==> src/rtl/sdspi_pkg.sv <==
// Package for the SD SPI-mode command engine: word types, transaction context,
// phase codes, protocol constants and the command frame byte selector.
// Depends on nothing; imported by every module of the block.
package sdspi_pkg;

  // Phase codes of the transaction sequencer
  localparam logic [2:0] PH_IDLE  = 3'd0;
  localparam logic [2:0] PH_READY = 3'd1;
  localparam logic [2:0] PH_SEND  = 3'd2;
  localparam logic [2:0] PH_POST  = 3'd3;
  localparam logic [2:0] PH_STUFF = 3'd4;
  localparam logic [2:0] PH_R1    = 3'd5;
  localparam logic [2:0] PH_TRAIL = 3'd6;
  localparam logic [2:0] PH_FINAL = 3'd7;

  // Input word codes
  localparam logic OP_START = 1'b0;
  localparam logic OP_RX    = 1'b1;

  // Protocol constants
  localparam logic [7:0] CMD_START_BITS = 8'h40;
  localparam logic [7:0] CRC_CMD0       = 8'h95;
  localparam logic [7:0] CRC_CMD8       = 8'h87;
  localparam logic [7:0] CRC_DUMMY      = 8'h01;
  localparam logic [7:0] IDLE_BYTE      = 8'hFF;
  localparam logic [5:0] IDX_GO_IDLE    = 6'd0;
  localparam logic [5:0] IDX_SEND_COND  = 6'd8;
  localparam logic [5:0] IDX_STOP_TRAN  = 6'd12;
  localparam logic [7:0] FRAME_LAST     = 8'd5;
  localparam logic [7:0] TRAILER_BYTES  = 8'd4;
  localparam logic [7:0] POLL_RESET     = 8'd255;

  typedef struct packed {
    logic        cmd;
    logic [5:0]  cmd_index;
    logic [31:0] argument;
    logic        want_trailer;
    logic [7:0]  rx_byte;
  } in_item_t;

  typedef struct packed {
    logic [7:0]  tx_byte;
    logic        tx_request;
    logic        chip_select;
    logic        done_res;
    logic        status;
    logic [7:0]  r1_byte;
    logic [31:0] trailer;
  } out_item_t;

  typedef struct packed {
    logic [2:0]  phase;
    logic [7:0]  poll_count;
    logic [5:0]  held_index;
    logic [31:0] held_argument;
    logic        held_want_trailer;
    logic [7:0]  held_r1;
    logic [31:0] trailer_shift;
    logic        select_level;
  } ctx_t;

  // Byte k of the six-byte command frame
  function automatic logic [7:0] cmd_byte(input logic [5:0] idx, input logic [31:0] arg,
                                          input logic [7:0] k);
    logic [7:0] b;
    case (k)
      8'd0: b = CMD_START_BITS | {2'b00, idx};
      8'd1: b = arg[31:24];
      8'd2: b = arg[23:16];
      8'd3: b = arg[15:8];
      8'd4: b = arg[7:0];
      default: begin
        if (idx == IDX_GO_IDLE) b = CRC_CMD0;
        else if (idx == IDX_SEND_COND) b = CRC_CMD8;
        else b = CRC_DUMMY;
      end
    endcase
    return b;
  endfunction

endpackage

==> src/rtl/sdspi_step.sv <==
// Next-context and result logic for one word of the SD SPI command engine.
// Purely combinational; depends on sdspi_pkg.
module sdspi_step import sdspi_pkg::*; (
  input  in_item_t   item,
  input  ctx_t       ctx,
  input  logic [7:0] poll_limit,
  output ctx_t       ctx_next,
  output out_item_t  res
);

  logic [7:0] pc_inc;

  assign pc_inc = ctx.poll_count + 8'd1;

  always_comb begin
    ctx_next        = ctx;
    res.tx_byte     = IDLE_BYTE;
    res.tx_request  = 1'b0;
    res.done_res    = 1'b0;
    res.status      = 1'b0;
    res.r1_byte     = 8'd0;
    res.trailer     = 32'd0;

    if (item.cmd == OP_START) begin
      ctx_next.held_index        = item.cmd_index;
      ctx_next.held_argument     = item.argument;
      ctx_next.held_want_trailer = item.want_trailer;
      ctx_next.held_r1           = 8'd0;
      ctx_next.trailer_shift     = 32'd0;
      ctx_next.select_level      = 1'b1;
      res.tx_request             = 1'b1;
      if (item.cmd_index != IDX_GO_IDLE) begin
        ctx_next.phase      = PH_READY;
        ctx_next.poll_count = 8'd0;
      end else begin
        ctx_next.phase      = PH_SEND;
        ctx_next.poll_count = 8'd1;
        res.tx_byte         = cmd_byte(item.cmd_index, item.argument, 8'd0);
      end
    end else begin
      case (ctx.phase)
        PH_READY: begin
          if (item.rx_byte == IDLE_BYTE) begin
            ctx_next.phase      = PH_SEND;
            ctx_next.poll_count = 8'd1;
            res.tx_request      = 1'b1;
            res.tx_byte         = cmd_byte(ctx.held_index, ctx.held_argument, 8'd0);
          end else if (ctx.poll_count >= poll_limit) begin
            // card never ready: give up, select stays asserted
            ctx_next.phase = PH_IDLE;
            res.done_res   = 1'b1;
            res.status     = 1'b1;
            res.r1_byte    = IDLE_BYTE;
          end else begin
            ctx_next.poll_count = pc_inc;
            res.tx_request      = 1'b1;
          end
        end
        PH_SEND: begin
          res.tx_request = 1'b1;
          res.tx_byte    = cmd_byte(ctx.held_index, ctx.held_argument, ctx.poll_count);
          if (ctx.poll_count >= FRAME_LAST) ctx_next.phase = PH_POST;
          else ctx_next.poll_count = pc_inc;
        end
        PH_POST, PH_STUFF: begin
          res.tx_request = 1'b1;
          if (ctx.phase == PH_POST && ctx.held_index == IDX_STOP_TRAN) begin
            ctx_next.phase = PH_STUFF;
          end else if (poll_limit != 8'd0) begin
            ctx_next.phase      = PH_R1;
            ctx_next.poll_count = 8'd0;
          end else begin
            ctx_next.held_r1 = 8'd0;
            if (ctx.held_want_trailer) begin
              ctx_next.phase      = PH_TRAIL;
              ctx_next.poll_count = 8'd0;
            end else begin
              ctx_next.phase        = PH_FINAL;
              ctx_next.select_level = 1'b0;
            end
          end
        end
        PH_R1: begin
          res.tx_request      = 1'b1;
          ctx_next.held_r1    = item.rx_byte;
          ctx_next.poll_count = pc_inc;
          if (!item.rx_byte[7] || pc_inc >= poll_limit) begin
            if (ctx.held_want_trailer) begin
              ctx_next.phase      = PH_TRAIL;
              ctx_next.poll_count = 8'd0;
            end else begin
              ctx_next.phase        = PH_FINAL;
              ctx_next.select_level = 1'b0;
            end
          end
        end
        PH_TRAIL: begin
          res.tx_request         = 1'b1;
          ctx_next.trailer_shift = {ctx.trailer_shift[23:0], item.rx_byte};
          ctx_next.poll_count    = pc_inc;
          if (pc_inc >= TRAILER_BYTES) begin
            ctx_next.phase        = PH_FINAL;
            ctx_next.select_level = 1'b0;
          end
        end
        PH_FINAL: begin
          ctx_next.phase = PH_IDLE;
          res.done_res   = 1'b1;
          res.r1_byte    = ctx.held_r1;
          res.trailer    = ctx.trailer_shift;
        end
        default: begin
          // idle: drop received bytes
        end
      endcase
    end

    res.chip_select = ctx_next.select_level;
  end

endmodule

==> src/rtl/sd_spi_command_engine.sv <==
// SD card SPI-mode command engine, top level: input register, context and
// result register around sdspi_step. Depends on sdspi_pkg and sdspi_step.
//
// Host-side sequencer for one SD SPI command transaction. Send a start word
// (cmd 0) with the command index, argument and trailer request; the engine
// asserts select and answers with the byte to shift out next. Feed every
// following byte received from the card back as a cmd 1 word. Each word in
// produces exactly one result word: tx_byte/tx_request tell the SPI master
// whether to run another exchange, chip_select gives the select level, and
// done_res marks the word that finishes the transaction with status, R1 and
// the optional four-byte trailer. A card that never reports ready finishes
// with status 1, R1 0xFF and select still asserted. A start word while a
// transaction runs abandons it. Throughput is one word per clock while the
// result register is read. A taken word sits in the input register, passes
// through the whole per-word step and is registered into the result register
// when it advances. The result register takes a new word only when it is
// empty or being read in the same cycle; the input register keeps taking
// words until it too holds one, so the input side only stalls when both
// stages are full. poll_limit (reset 255) may be written on the
// cfg channel only while no transaction is active and no word is in flight.
module sd_spi_command_engine import sdspi_pkg::*; (
  input  logic      clk,
  input  logic      rst,
  input  logic      in_valid,
  output logic      in_ready,
  input  in_item_t  in_item,
  output logic      out_valid,
  input  logic      out_ready,
  output out_item_t out_item,
  input  logic      cfg_valid,
  output logic      cfg_ready,
  input  logic [7:0] cfg_data
);

  logic      s1_valid;
  in_item_t  s1_item;
  logic      s1_adv;
  ctx_t      ctx;
  ctx_t      ctx_next;
  out_item_t res;
  logic [7:0] poll_limit;

  // Advance the held word whenever the result register is free or draining
  assign s1_adv    = s1_valid && (!out_valid || out_ready);
  assign in_ready  = !s1_valid || s1_adv;
  assign cfg_ready = 1'b1;

  always_ff @(posedge clk) begin
    if (rst) begin
      s1_valid <= 1'b0;
    end else if (in_ready) begin
      s1_valid <= in_valid;
    end
  end

  always_ff @(posedge clk) begin
    if (in_valid && in_ready) begin
      s1_item <= in_item;
    end
  end

  always_ff @(posedge clk) begin
    if (rst) begin
      poll_limit <= POLL_RESET;
    end else if (cfg_valid && cfg_ready) begin
      poll_limit <= cfg_data;
    end
  end

  sdspi_step u_step (
    .item       (s1_item),
    .ctx        (ctx),
    .poll_limit (poll_limit),
    .ctx_next   (ctx_next),
    .res        (res)
  );

  // Transaction context: commit only when the word moves on
  always_ff @(posedge clk) begin
    if (rst) begin
      ctx <= '0;
    end else if (s1_adv) begin
      ctx <= ctx_next;
    end
  end

  // Result register
  always_ff @(posedge clk) begin
    if (rst) begin
      out_valid <= 1'b0;
    end else if (s1_adv) begin
      out_valid <= 1'b1;
    end else if (out_ready) begin
      out_valid <= 1'b0;
    end
  end

  always_ff @(posedge clk) begin
    if (s1_adv) begin
      out_item <= res;
    end
  end

`ifndef ASSERT_OFF
  // A finished transaction never asks for another exchange
  a_done_no_req: assert property (@(posedge clk) disable iff (rst)
    out_valid && out_item.done_res |-> !out_item.tx_request)
    else $error("done word requests an exchange");

  // Failure status only appears on a done word
  a_status_done: assert property (@(posedge clk) disable iff (rst)
    out_valid && out_item.status |-> out_item.done_res)
    else $error("status set without done");

  // Select is released only in the closing clock byte or when idle
  a_select_phase: assert property (@(posedge clk) disable iff (rst)
    !ctx.select_level |-> (ctx.phase == PH_IDLE || ctx.phase == PH_FINAL))
    else $error("select released mid transaction");

  // The context moves only when a word passes to the result register
  a_ctx_hold: assert property (@(posedge clk) disable iff (rst)
    !s1_adv |=> $stable(ctx))
    else $error("context changed without a word");
`endif

endmodule

==> config.mk <==
export PLATFORM = sky130hd
export DESIGN_NAME = sd_spi_command_engine
export DESIGN_NICKNAME = d
export VERILOG_FILES = /design/src/rtl/sdspi_pkg.sv /design/src/rtl/sdspi_step.sv /design/src/rtl/sd_spi_command_engine.sv
export SDC_FILE = /design/constraint.sdc
export NUM_CORES = 1
export LEC_CHECK = 0
export ABC_AREA = 1
export BUFFER_PORTS_ARGS = -buffer_cell sky130_fd_sc_hd__buf_4
export CAP_MARGIN = 20
export CORE_AREA = 2 2 122 124
export DETAILED_ROUTE_END_ITERATION = 8
export DIE_AREA = 0 0 124 126
export GPL_ROUTABILITY_DRIVEN = 0
export PLACE_DENSITY = 0.88
export SYNTH_ARGS = -nofsm -noshare
export SYNTH_HDL_FRONTEND = slang
export SYNTH_SLANG_ARGS = --single-unit
==> constraint.sdc <==
create_clock -name clk -period 6.25 [get_ports clk]
set_input_delay 0.9375 -clock clk [delete_from_list [all_inputs] [get_ports clk]]
set_output_delay 0.9375 -clock clk [all_outputs]
set_load 0.02 [all_outputs]
### Word-level counts from Yosys, hierarchy flattened

Cells that the tools add are included.

* output and inout bits: 55
* input port bits: 61
* register bits: 201
* word-level logic and storage cells: 124

* equality and inequality tests: 27
* add/subtract/negate cells: 1
* reductions and logical operators: 23
* bitwise logic cells: 2
* magnitude comparators: 4
* multiplexer cells: 44

Operators with widths (count)
* $mux 8: 11
* $pmux 8 s5: 2
* $pmux 8 s2: 3
* $mux 41: 1
* $mux 10: 4
* $mux 11: 3
* $mux 32: 1
* $pmux 3 s6: 1
* $eq 8x2->1 const B: 2
* $ge 8x3->1 const B: 2
* $ge 8x8->1: 2
* $eq 3x3->1 const B: 4
* $eq 6x4->1 const B: 2
* $mux 3: 4
* $reduce_and 6->1: 2
* $mux 1: 10
* $mux 9: 1
* $ne 3x2->1 const B: 3
* $ne 3x3->1 const B: 3
* $add 8x1->8 const B: 1
* $eq 8x1->1 const B: 1
* $eq 8x3->1 const B: 1
* $eq 8x8->1 const B: 1
* $logic_not 8->1: 1
* other kinds (23): 35

### Depth between registers and ports, before layout

Gate-level depths: netlist of the first run.

* depth in word-level cells: 6
* mapped depth: 19
* mapped depth without buffers: 18

### Modules after synthesis

Synthesis of the first run repeated with hierarchy kept, for this count alone.

* cells, all modules: 1451
* area, all modules: 10835.4 sq um

By module, submodules not included
* sd_spi_command_engine: sequential area each 5024.8 sq um, area an instance 7459.7 sq um, instances 1, cells an instance 745
* sdspi_step: sequential area each 0.0 sq um, area an instance 3375.7 sq um, instances 1, cells an instance 706

### Worst setup path after synthesis of the first run

Ideal clock, no wire load.

* kind: input port to flip-flop
* start point: input port out_ready
* end point: register out_item[0] in the netlist's numbering, enable pin
* arrival: 2.924 ns
* data required time: 5.814 ns
* path buffers: 1
* cell stages on the path: 5
* library setup time: 0.436 ns
* slack: 2.890 ns
* cells stage by stage: inv_1 -> nand2_1 -> nand2_1 -> clkinv_1 -> clkbuf_1

* cells in the longest elaborated chain, start to end: 2

Ends and longest elaborated chain
* start: declaration: line sd_spi_command_engine.sv:28 `input logic out_ready,`
* $logic_or 1x1->1: line sd_spi_command_engine.sv:44 `assign s1_adv = s1_valid && (!out_valid || out_ready);`
* $logic_and 1x1->1: line sd_spi_command_engine.sv:44
* named net s1_adv: line sd_spi_command_engine.sv:37 `logic s1_adv;`
* end signal: assignment: line sd_spi_command_engine.sv:100 `out_item <= res;`
* end: declaration: line sd_spi_command_engine.sv:29 `output out_item_t out_item,`

The timed path passes the listed nets, and every way through them passes these cells.
A chain may end at the register's enable or synchronous reset.

### Worst setup path after layout of the first run

* start point: input port out_ready
* end point: register, netlist name ctx[15]

* cells in the longest elaborated chain, start to end: 3

Ends and longest elaborated chain (line)
* $logic_or 1x1->1: sd_spi_command_engine.sv:44
* $logic_and 1x1->1: sd_spi_command_engine.sv:44
* $reduce_and 2->1 (no source line)

Every way passes these cells.

==> impl_results.md, run 1 <==
- Outcome: complete, no violations
- DRT iter0 DRCs: 730
- Die area: 15600 um^2
- Number of global-route vias before repair: 6403
- Worst-path clk slew: 0.06 ns
- Width of the die: 124 um
- Post-cts resize count: 0
- Netlist cell types: 47
- FF-to-FF path depth: 15
- Hold_ws: 0.449 ns
- Hold Path Sink: ctx[64]
- Max-slew violation count: 0
- Clk_skew: 0.00600 ns
- Worst slew margin: 31.6%
- Hold Startpoint: ctx[64]
- Die height: 126 um
- Post-DP HPWL: 12.5 mm
- Filler cells: 1007
- Final Hold Viols: 0
- FFs w/ async S/R, synth: 0%
- Core ar.: 14300 um^2
- Bufs on Longest Clock Path: 3
- DRT antenna net count: 0
- Pwr dens: 287 nW/um^2
- Maximum fanout along the worst path: 70
- Final std cells w/o fill: 1193
- Fin nets: 1076
- Global-route wire length before repair: 30.9 mm
- Worst VDD drop: 0.000260 V
- Critical Path End Type: flip-flop
- Crit path launch type: input pin
- Setup TNS: 0 ns
- Number of synthesized flops with an enable pin: 100
- Setup Buffers After CTS: 0
- Antenna violations before repair: 0
- Site Rows: 44
- # hold bufs at CTS: 0
- Tmin final: 3.10 ns
- DR vias: 6780
- Crit share post-route: 49.6%
- Worst Path Arrival: 3.51 ns
- Via density: 5.68
- H-tree depth: 1
- Worst Hold Class: flip-flop to flip-flop
- Sequential share of the synthesized area: 59.5%
- Hold path cells: 2
- Yosys top cell area share: 35.6%
- WP data required: 6.66 ns
- Placed insts: 1156
- Clock buffers created by TritonCTS: 21
- DRC: 0
- Synth-to-Final Area Change: 19.3%
- Total gr overflow: 0
- Setup violations, final: 0
- Synth warn: 0
- Synth area leader: edfxtp_1
- Dominant synthesized flop cell: dfxtp_1
- CTS Sinks: 201
- CTS tree: built
- WL final: 19.3 mm
- Actual slew at the worst max-slew pin: 1.03 ns
- Largest net degree at the start of global routing: 76
- # port buffers: 114
- Syn_area_per_cell: 9.51 um^2
- Synthesized Nets: 969
- Unrepaired setup endpoints after global routing: no
- Leakage: 3.93 nW
- Max-Cap Viols: 0
- Cells after Synth: 888
- Ranking of synthesized cells by area: edfxtp_1 36%, dfxtp_1 24%, inv_1 6.7%
- Root Driver: clkbuf_16
- Flop2flop setup slack: 3.27 ns
- Register bit total from synthesis: 201
- Max Fclk: 0.323 GHz
- Netlist Area Pre-Place: 8440 um^2
- R2R Path Start: ctx[82]
- Initial Util: 59.0%
- DRT Pass-1 Iters: 6
- GRT Overall Usage: 24.8%
- Ports: 116
- Crit. Startpoint: out_ready
- Ant diodes: 0
- Setup CP Type: input pin to flip-flop
- Share of cells above drive strength 1: 17.7%
- Routed len/inst: 16.2 um
- Clock Latency Late Sink: 0.48 ns
- Worst R2R End: ctx[83]
-- stage by stage --
step	util, %	area (um^2)	power (mW)	worst slack [ns]
6_report	70.4	10100	2.89	3.15
2_1_floorplan	-	8440	1.62	2.89
4_1_cts	70.4	10100	2.90	3.18
3_5_place_dp	65.8	9420	1.71	2.73
5_1_grt	70.4	10100	2.98	2.83
3_3_place_gp	65.7	9400	1.70	2.55
-- cells by family (layout without fill, tap and decap cells) --
| family | count (synthesis) | after routing | synth area share [%] |
|---|---|---|---|
| adder cells (fa/ha/maj) | 20 | 20 | 2.96 |
| buffers and inverters | 194 | 315 | 9.04 |
| flip-flops | 201 | 201 | 59.5 |
| AO/OA/AOI/OAI | 214 | 214 | 14.5 |
| other | 1 | 1 | 0.0444 |
| AND/OR/NAND/NOR | 256 | 256 | 13.7 |
| XOR/XNOR | 2 | 2 | 0.207 |
-- critical path: stages --
cell	delay, ns
buf_4	0.07
inv_1	0.04
nand2_1	0.07
nand2_1	0.17
inv_2	0.09
buf_4	0.67
nand3_1	0.70
buf_8	0.38
o22ai_1	0.19
inv_1	0.06
nor2_1	0.10
-- cells in the mapped netlist, types with 4 or more instances --
cell type  instances
buf_2              6
nor2_2             4
a211oi_1           6
o22ai_1           39
nand3_1           35
nand4_1           15
inv_2              6
a21oi_1           95
ha_1              20
clkbuf_1          23
o211ai_1           4
nor2_1            95
a221oi_1           4
inv_1            151
edfxtp_1         100
dfxtp_1          101
nand2_1           87
o21ai_0           51
-- routing by layer --
metal  track usage (%)  wire length (um)  share of wire [%]  vias to the layer above
met4              9.85               759                3.9                        0
li1                  -                 -                  -                     3216
met2              39.9              9090                 47                      356
met3              3.99              1590                8.2                       73
met1              33.7              7880                 41                     3135
met5                 0                 0                  0                        -
-- layout by cell type, fill, tap and decap left out, types with 3 or more instances in the layout --
cell	count
o22ai_1	39
nand4_1	15
nor2_1	95
a221oi_1	4
inv_1	150
o21ai_0	51
clkbuf_16	21
buf_4	118
nand2_1	87
clkinv_1	4
dfxtp_1	101
ha_1	20
nor2_4	3
a21oi_1	95
nor2_2	4
nor4_1	3
clkbuf_1	5
nand3_1	35
inv_2	8
edfxtp_1	100
a211oi_1	6
o211ai_1	4
-- worst max-delay path by stage --
stage,cells past startpoint,end,slack (ns)
final,11,ctx[15],3.15
after global routing,15,ctx[81],2.83
after CTS,11,ctx[27],3.18
after detailed placement,11,ctx[27],2.73
after global placement,10,ctx[26],2.55
after floorplan,5,out_item[0],2.89
-- sequential cells by signal, summed over array words and instances (netlist names) --
name and flops:
s1_valid 1, ctx 91, out_valid 1, poll_limit 8
s1_item 48, out_item 52
-- cell type report --
type,instances,area [um^2],area share (%)
Clock buffer,27,558,5.54
Tap cell,184,230,2.29
Timing Repair Buffer,119,901,8.94
Inverter,159,599,5.95
Multi-Input combinational cell,493,2660,26.4
Sequential cell,201,5020,49.9
Clock inverter,10,101,1.01
-- power breakdown --
group / internal, mW / total, mW / switching (mW)
Clock: 0.713 / 1.20 / 0.492
Sequential: 1.44 / 1.47 / 0.0265
Combinational: 0.0804 / 0.221 / 0.140
Power figures use the tool's default switching activity.
==> run 2, diff against run 1 <==
--- a/config.mk
+++ b/config.mk
@@ -8,11 +8,11 @@
 export ABC_AREA = 1
 export BUFFER_PORTS_ARGS = -buffer_cell sky130_fd_sc_hd__buf_4
 export CAP_MARGIN = 20
-export CORE_AREA = 2 2 122 124
+export CORE_AREA = 2 2 131 133
 export DETAILED_ROUTE_END_ITERATION = 8
-export DIE_AREA = 0 0 124 126
+export DIE_AREA = 0 0 133 135
 export GPL_ROUTABILITY_DRIVEN = 0
-export PLACE_DENSITY = 0.88
+export PLACE_DENSITY = 0.81
 export SYNTH_ARGS = -nofsm -noshare
 export SYNTH_HDL_FRONTEND = slang
 export SYNTH_SLANG_ARGS = --single-unit
==> constraint.sdc (replaced) <==
create_clock -name clk -period 2.8 [get_ports clk]
set_input_delay 0.42 -clock clk [delete_from_list [all_inputs] [get_ports clk]]
set_output_delay 0.42 -clock clk [all_outputs]
set_load 0.02 [all_outputs]
==> run 2 against run 1 <==
Clock power rose by 130%. Flip-flop and latch count did not move. Hold slack got worse by 0.36 ns. Clock skew rose by 0.015 ns. Sequential share of layout area fell by 0.63 points. Combinational power rose by 130%.
==> impl_results.md, run 2 (synthesis gave the netlist of run 1 again) <==
- H-tree depth: 1 (unchanged)
- Crit share post-route: 89.2%
- Bufs on Longest Clock Path: 3 (unchanged)
- Max Fclk: 0.401 GHz
- Most frequent cells in the layout: 150 x inv_1, 127 x buf_4, 100 x edfxtp_1
- Worst slew margin: 46.3% (+15 points)
- Total gr overflow: 0 (unchanged)
- Clock buffers created by TritonCTS: 21 (unchanged)
- GRT Overall Usage: 20.9% (-3.9 points)
- Post-DP HPWL: 12.9 mm (+3.4%)
- Initial Util: 51.5% (-7.5 points)
- Placed insts: 1200 (+3.8%)
- Final Power: 6.51 mW (+130%)
- DRT iter0 DRCs: 630 (-14%)
- Site Rows: 47 (+6.8%)
- DRT Pass-1 Iters: 5 (-1)
- # port buffers: 114 (unchanged)
- Setup violations, final: 0 (unchanged)
- Worst R2R End: ctx[82]
- Worst Hold Class: input pin to flip-flop
- Clock Latency Late Sink: 0.50 ns (+0.02 ns)
- Tmin final: 2.50 ns
- CTS tree: built
- Hold path cells: 1 (-1)
- Max-Cap Viols: 0 (unchanged)
- Final std cells w/o fill: 1238 (+3.8%)
- Largest net degree at the start of global routing: 75 (-1.3%)
- Max-slew violation count: 0 (unchanged)
- Critical Path End Type: flip-flop
- Most common cell after layout, fill and taps aside: inv_1
- Worst VDD drop: 0.000439 V (+69%)
- Die area: 18000 um^2 (+15%)
- Synth-to-Final Area Change: 20.9%
- Number of global-route vias before repair: 6251 (-2.4%)
- Share of cells above drive strength 1: 18.9% (+1.1 points)
- Hold Startpoint: in_item[34]
- Width of the die: 133 um (+7.3%)
- WP data required: 3.20 ns (-3.46 ns)
- Fin nets: 1084 (+0.74%)
- Pwr dens: 638 nW/um^2 (+120%)
- DRT antenna net count: 0 (unchanged)
- Worst Path Arrival: 2.90 ns (-0.61 ns)
- Setup CP Type: flip-flop to flip-flop
- Final Hold Viols: 0 (unchanged)
- Crit path launch type: flip-flop
- Clk_skew: 0.0207 ns (+0.0147 ns)
- Via density: 5.31 (-6.6%)
- Routed len/inst: 15.4 um (-4.8%)
- Actual slew at the worst max-slew pin: 0.805 ns (-0.221 ns)
- WL final: 19.1 mm (-1.2%)
- Leakage: 3.99 nW (+1.4%)
- Max reg flops: 91 (unchanged)
- Root Driver: clkbuf_16
- Ports: 116 (unchanged)
- Antenna violations before repair: 0 (unchanged)
- Largest regs: ctx x91, out_item x52, s1_item x48
- Die height: 135 um (+7.1%)
- CTS Sinks: 201 (unchanged)
- Core ar.: 16400 um^2 (+15%)
- Worst-path clk slew: 0.06 ns (about the same)
- R2R Path Start: ctx[80]
- Biggest register: ctx
- Outcome: complete, no violations
- Flop2flop setup slack: 0.30 ns (-2.97 ns)
- DRC: 0 (unchanged)
- Setup TNS: 0 ns (unchanged)
- Maximum fanout along the worst path: 8 (-89%)
- Hold Path Sink: s1_item[34]
- Ant diodes: 0 (unchanged)
- DR vias: 6570 (-3.1%)
- Final Util: 62.2% (-8.1 points)
- Global-route wire length before repair: 30.3 mm (-1.8%)
- FF-to-FF path depth: 15 (unchanged)
[run 2: layout make-up]
cell class,count,area (um^2)
fill,1313,6200
sequential,201,5030
multi-input combinational,493,2660
timing repair buffer,127,953
clock buffer,36,653
inverter,159,599
tap,220,275
clock inverter,2,38.8
[run 2: worst max path at each step]
stage | from | to | slack (ns) | cells after the start
floorplan | ctx[82] | ctx[87] | 0.54 | 16
global placement | ctx[80] | ctx[85] | 0.29 | 17
detailed placement | ctx[80] | ctx[82] | 0.12 | 15
CTS | ctx[80] | ctx[82] | 0.08 | 15
global route | ctx[80] | ctx[82] | -0.02 | 16
finish | ctx[80] | ctx[82] | 0.30 | 15
[run 2: timing repair]
item / CTS / global route
hold buffers: 0 / 0
endpoints found under the setup margin: 0 / 12
buffers inserted: 0 / 0
resized for setup: 0 / 5
endpoints found under the hold margin: 0 / 0
[run 2: metrics by stage]
stage / setup slack, ns / hold WS [ns] / area [um^2]
2_1_floorplan: 0.538 / 0.424 / 8450
4_1_cts: 0.0836 / 0.0865 / 10200
5_1_grt: -0.0198 / 0.0802 / 10200
3_3_place_gp: 0.294 / 0.442 / 9510
3_5_place_dp: 0.116 / 0.446 / 9510
6_report: 0.303 / 0.0933 / 10200
[run 2: power by group]
part / leakage, nW / switching (mW) / internal, mW
Combinational: 1.87 / 0.316 / 0.185
Sequential: 1.78 / 0.0573 / 3.21
Clock: 0.336 / 1.07 / 1.67
[run 2: critical path, stage by stage (launching register included)]
cell and delay (ns):
dfxtp_2 0.39, nand3_1 0.13, nor2_1 0.18, inv_1 0.09, o21ai_1 0.23, inv_1 0.11, ha_1 0.30, a21oi_1 0.15
nand2_1 0.06, nand2_1 0.07, nand3_1 0.11, nand2_1 0.09, nand2_1 0.06, nand2_2 0.16, nand4_1 0.10, a21oi_1 0.17
[run 2: metal layers]
metal	GRT usage, %	wire, um
met2	34.9	9260
met3	3.83	1330
met4	6.75	424
met5	0	0
met1	27.7	8070
==> run 3, diff against run 2 <==
--- a/config.mk
+++ b/config.mk
@@ -6,7 +6,7 @@
 export NUM_CORES = 1
 export LEC_CHECK = 0
 export ABC_AREA = 1
-export BUFFER_PORTS_ARGS = -buffer_cell sky130_fd_sc_hd__buf_4
+export BUFFER_PORTS_ARGS = -buffer_cell sky130_fd_sc_hd__buf_2
 export CAP_MARGIN = 20
 export CORE_AREA = 2 2 131 133
 export DETAILED_ROUTE_END_ITERATION = 8
==> run 3 against run 2 <==
Combinational power is 7.4% lower. Register-to-register slack better by 0.11 ns. Worst setup slack better by 0.11 ns. Non-clock buffer count is 1 higher. Critical endpoint is now ctx[83].
==> impl_results.md, run 3 (synthesis gave the netlist of run 1 again) <==
- Outcome: complete, no violations
- Crit. Startpoint: ctx[80]
- Clk_skew: 0.0121 ns (-0.00862 ns)
- WL final: 18.7 mm (-2.2%)
- Design Area, Final: 9940 um^2 (-2.7%)
- Tmin final: 2.39 ns (-0.107 ns)
- Leakage: 3.90 nW (-2.1%)
- Worst-path clk slew: 0.06 ns (about the same)
- Filler cells: 1331 (+1.4%)
- Share of cells above drive strength 1: 19.3% (+0.43 points)
- DRC: 0 (unchanged)
- Multi-input logic area: 2670 um^2 (about the same)
- Routed len/inst: 15.0 um (-2.4%)
- Die area: 18000 um^2 (unchanged)
- Crit share post-route: 85.3% (-3.8 points)
- Max-Cap Viols: 0 (unchanged)
- Worst Hold Class: input pin to flip-flop
- Setup CP Type: flip-flop to flip-flop
- DR vias: 6541 (-0.44%)
- Hold_ws: 0.0906 ns (-0.00266 ns)
- Root Driver: clkbuf_16
- Final Util: 60.6% (-1.7 points)
- Hold Startpoint: in_item[33]
- Initial Util: 51.5% (unchanged)
- Core ar.: 16400 um^2 (unchanged)
- Antenna violations before repair: 0 (unchanged)
- DRT iter0 DRCs: 606 (-3.8%)
- Max-slew violation count: 0 (unchanged)
- DRT Pass-1 Iters: 5 (unchanged)
- CTS Sinks: 201 (unchanged)
- Via density: 5.27 (-0.68%)
- Pwr dens: 653 nW/um^2 (+2.5%)
- Final Hold Viols: 0 (unchanged)
- R2R Path Start: ctx[80]
- CTS tree: built
- Clock buffers created by TritonCTS: 22 (+4.8%)
- DP Area: 9240 um^2 (-2.9%)
- Unrepaired setup endpoints after global routing: no
- Worst Path Arrival: 2.81 ns (-0.09 ns)
- Worst slew margin: 45.6% (-0.77 points)
- Worst VDD drop: 0.000428 V (-2.4%)
- Global-route wire length before repair: 30.1 mm (-0.91%)
- Largest net degree at the start of global routing: 75 (unchanged)
- # hold bufs at CTS: 0 (unchanged)
- Biggest register: ctx
- GRT Overall Usage: 20.6% (-0.26 points)
- Max Fclk: 0.418 GHz (+4.5%)
- Most common cell after layout, fill and taps aside: inv_1
- Total gr overflow: 0 (unchanged)
- Width of the die: 133 um (unchanged)
- DRT antenna net count: 0 (unchanged)
- Actual slew at the worst max-slew pin: 0.816 ns (+0.0116 ns)
- Site Rows: 47 (unchanged)
- Crit path launch type: flip-flop
- # port buffers: 114 (unchanged)
- Final std cells w/o fill: 1241 (+0.24%)
- Number of global-route vias before repair: 6229 (-0.35%)
- Fin nets: 1086 (+0.18%)
- Bufs on Longest Clock Path: 3 (unchanged)
- Setup TNS: 0 ns (unchanged)
- Largest stage delay on the critical path: 0.39 ns (about the same)
- Post-DP HPWL: 12.8 mm (-1.3%)
- Most frequent cells in the layout: 150 x inv_1, 114 x buf_2, 100 x edfxtp_1
- Die height: 135 um (unchanged)
- Ports: 116 (unchanged)
- Clock Latency Late Sink: 0.50 ns (about the same)
- H-tree depth: 1 (unchanged)
- FF+latch area: 5030 um^2 (unchanged)
- CP max stage cell: dfxtp_2
- Worst path cell trace: nand3_1 > nor2_2 > inv_1 > o21ai_0 > o21ai_1 > inv_1 > ha_1 > a21oi_1 > nand2_1 > nand2_1 > nand3_1 > nand2_1 > nand2_1 > nand2_2 > nand4_1 > a21oi_1
- Placed insts: 1201 (+0.083%)
- Max reg flops: 91 (unchanged)
- Largest regs: ctx x91, out_item x52, s1_item x48
- Critical Path End Type: flip-flop
- CP dominant cell by count: nand2_1
- WP data required: 3.22 ns (+0.02 ns)
- Setup violations, final: 0 (unchanged)
- Synth-to-Final Area Change: 17.7%
- Ant diodes: 0 (unchanged)
- Maximum fanout along the worst path: 8 (unchanged)
run 3: final timing paths:
path	cells past startpoint	endpoint	slack, ns
max	16	ctx[83]	0.41
max reg2reg	16	ctx[83]	0.41
min reg2reg	2	ctx[35]	0.46
min	1	s1_item[33]	0.09
run 3: layer usage:
layer	GRT usage [%]	routed length, um
met5	0	0
met4	7.35	459
met2	33.3	8770
met3	3.64	1270
met1	28.2	8170
run 3: final cells by class:
class / instances / area share (%)
Sequential cell: 201 / 50.6
Inverter: 159 / 6.03
Clock inverter: 10 / 0.718
Timing Repair Buffer: 128 / 6.80
Tap cell: 220 / 2.77
Clock buffer: 30 / 6.26
Multi-Input combinational cell: 493 / 26.8
run 3: critical path: cells and delay by family (launching register included):
family                     cells  cell delay [ns]
AOI/OAI and AO/OA              4             0.58
adders and majority gates      1             0.24
buffers and inverters          2             0.18
DFF                            1             0.39
and+or+nand+nor                9             0.93
run 3: power by group:
part           internal [mW]  switching [mW]  leakage (nW)
Clock                   1.64            1.12         0.346
Sequential              3.21          0.0558          1.78
Combinational          0.149           0.315          1.78
Total                   5.00            1.49          3.90
run 3: repair_timing:
item,4_1_cts,5_1_grt
setup buffers,0,0
endpoints found under the setup margin,0,12
gates resized for setup,0,6
run 3: per-stage QoR:
stage               total power [mW]  worst slack [ns]
detailed placement              3.79             0.155
CTS                             6.53             0.128
floorplan                       3.62             0.538
global placement                3.78             0.292
global route                    6.71            0.0414
finish                          6.49             0.411
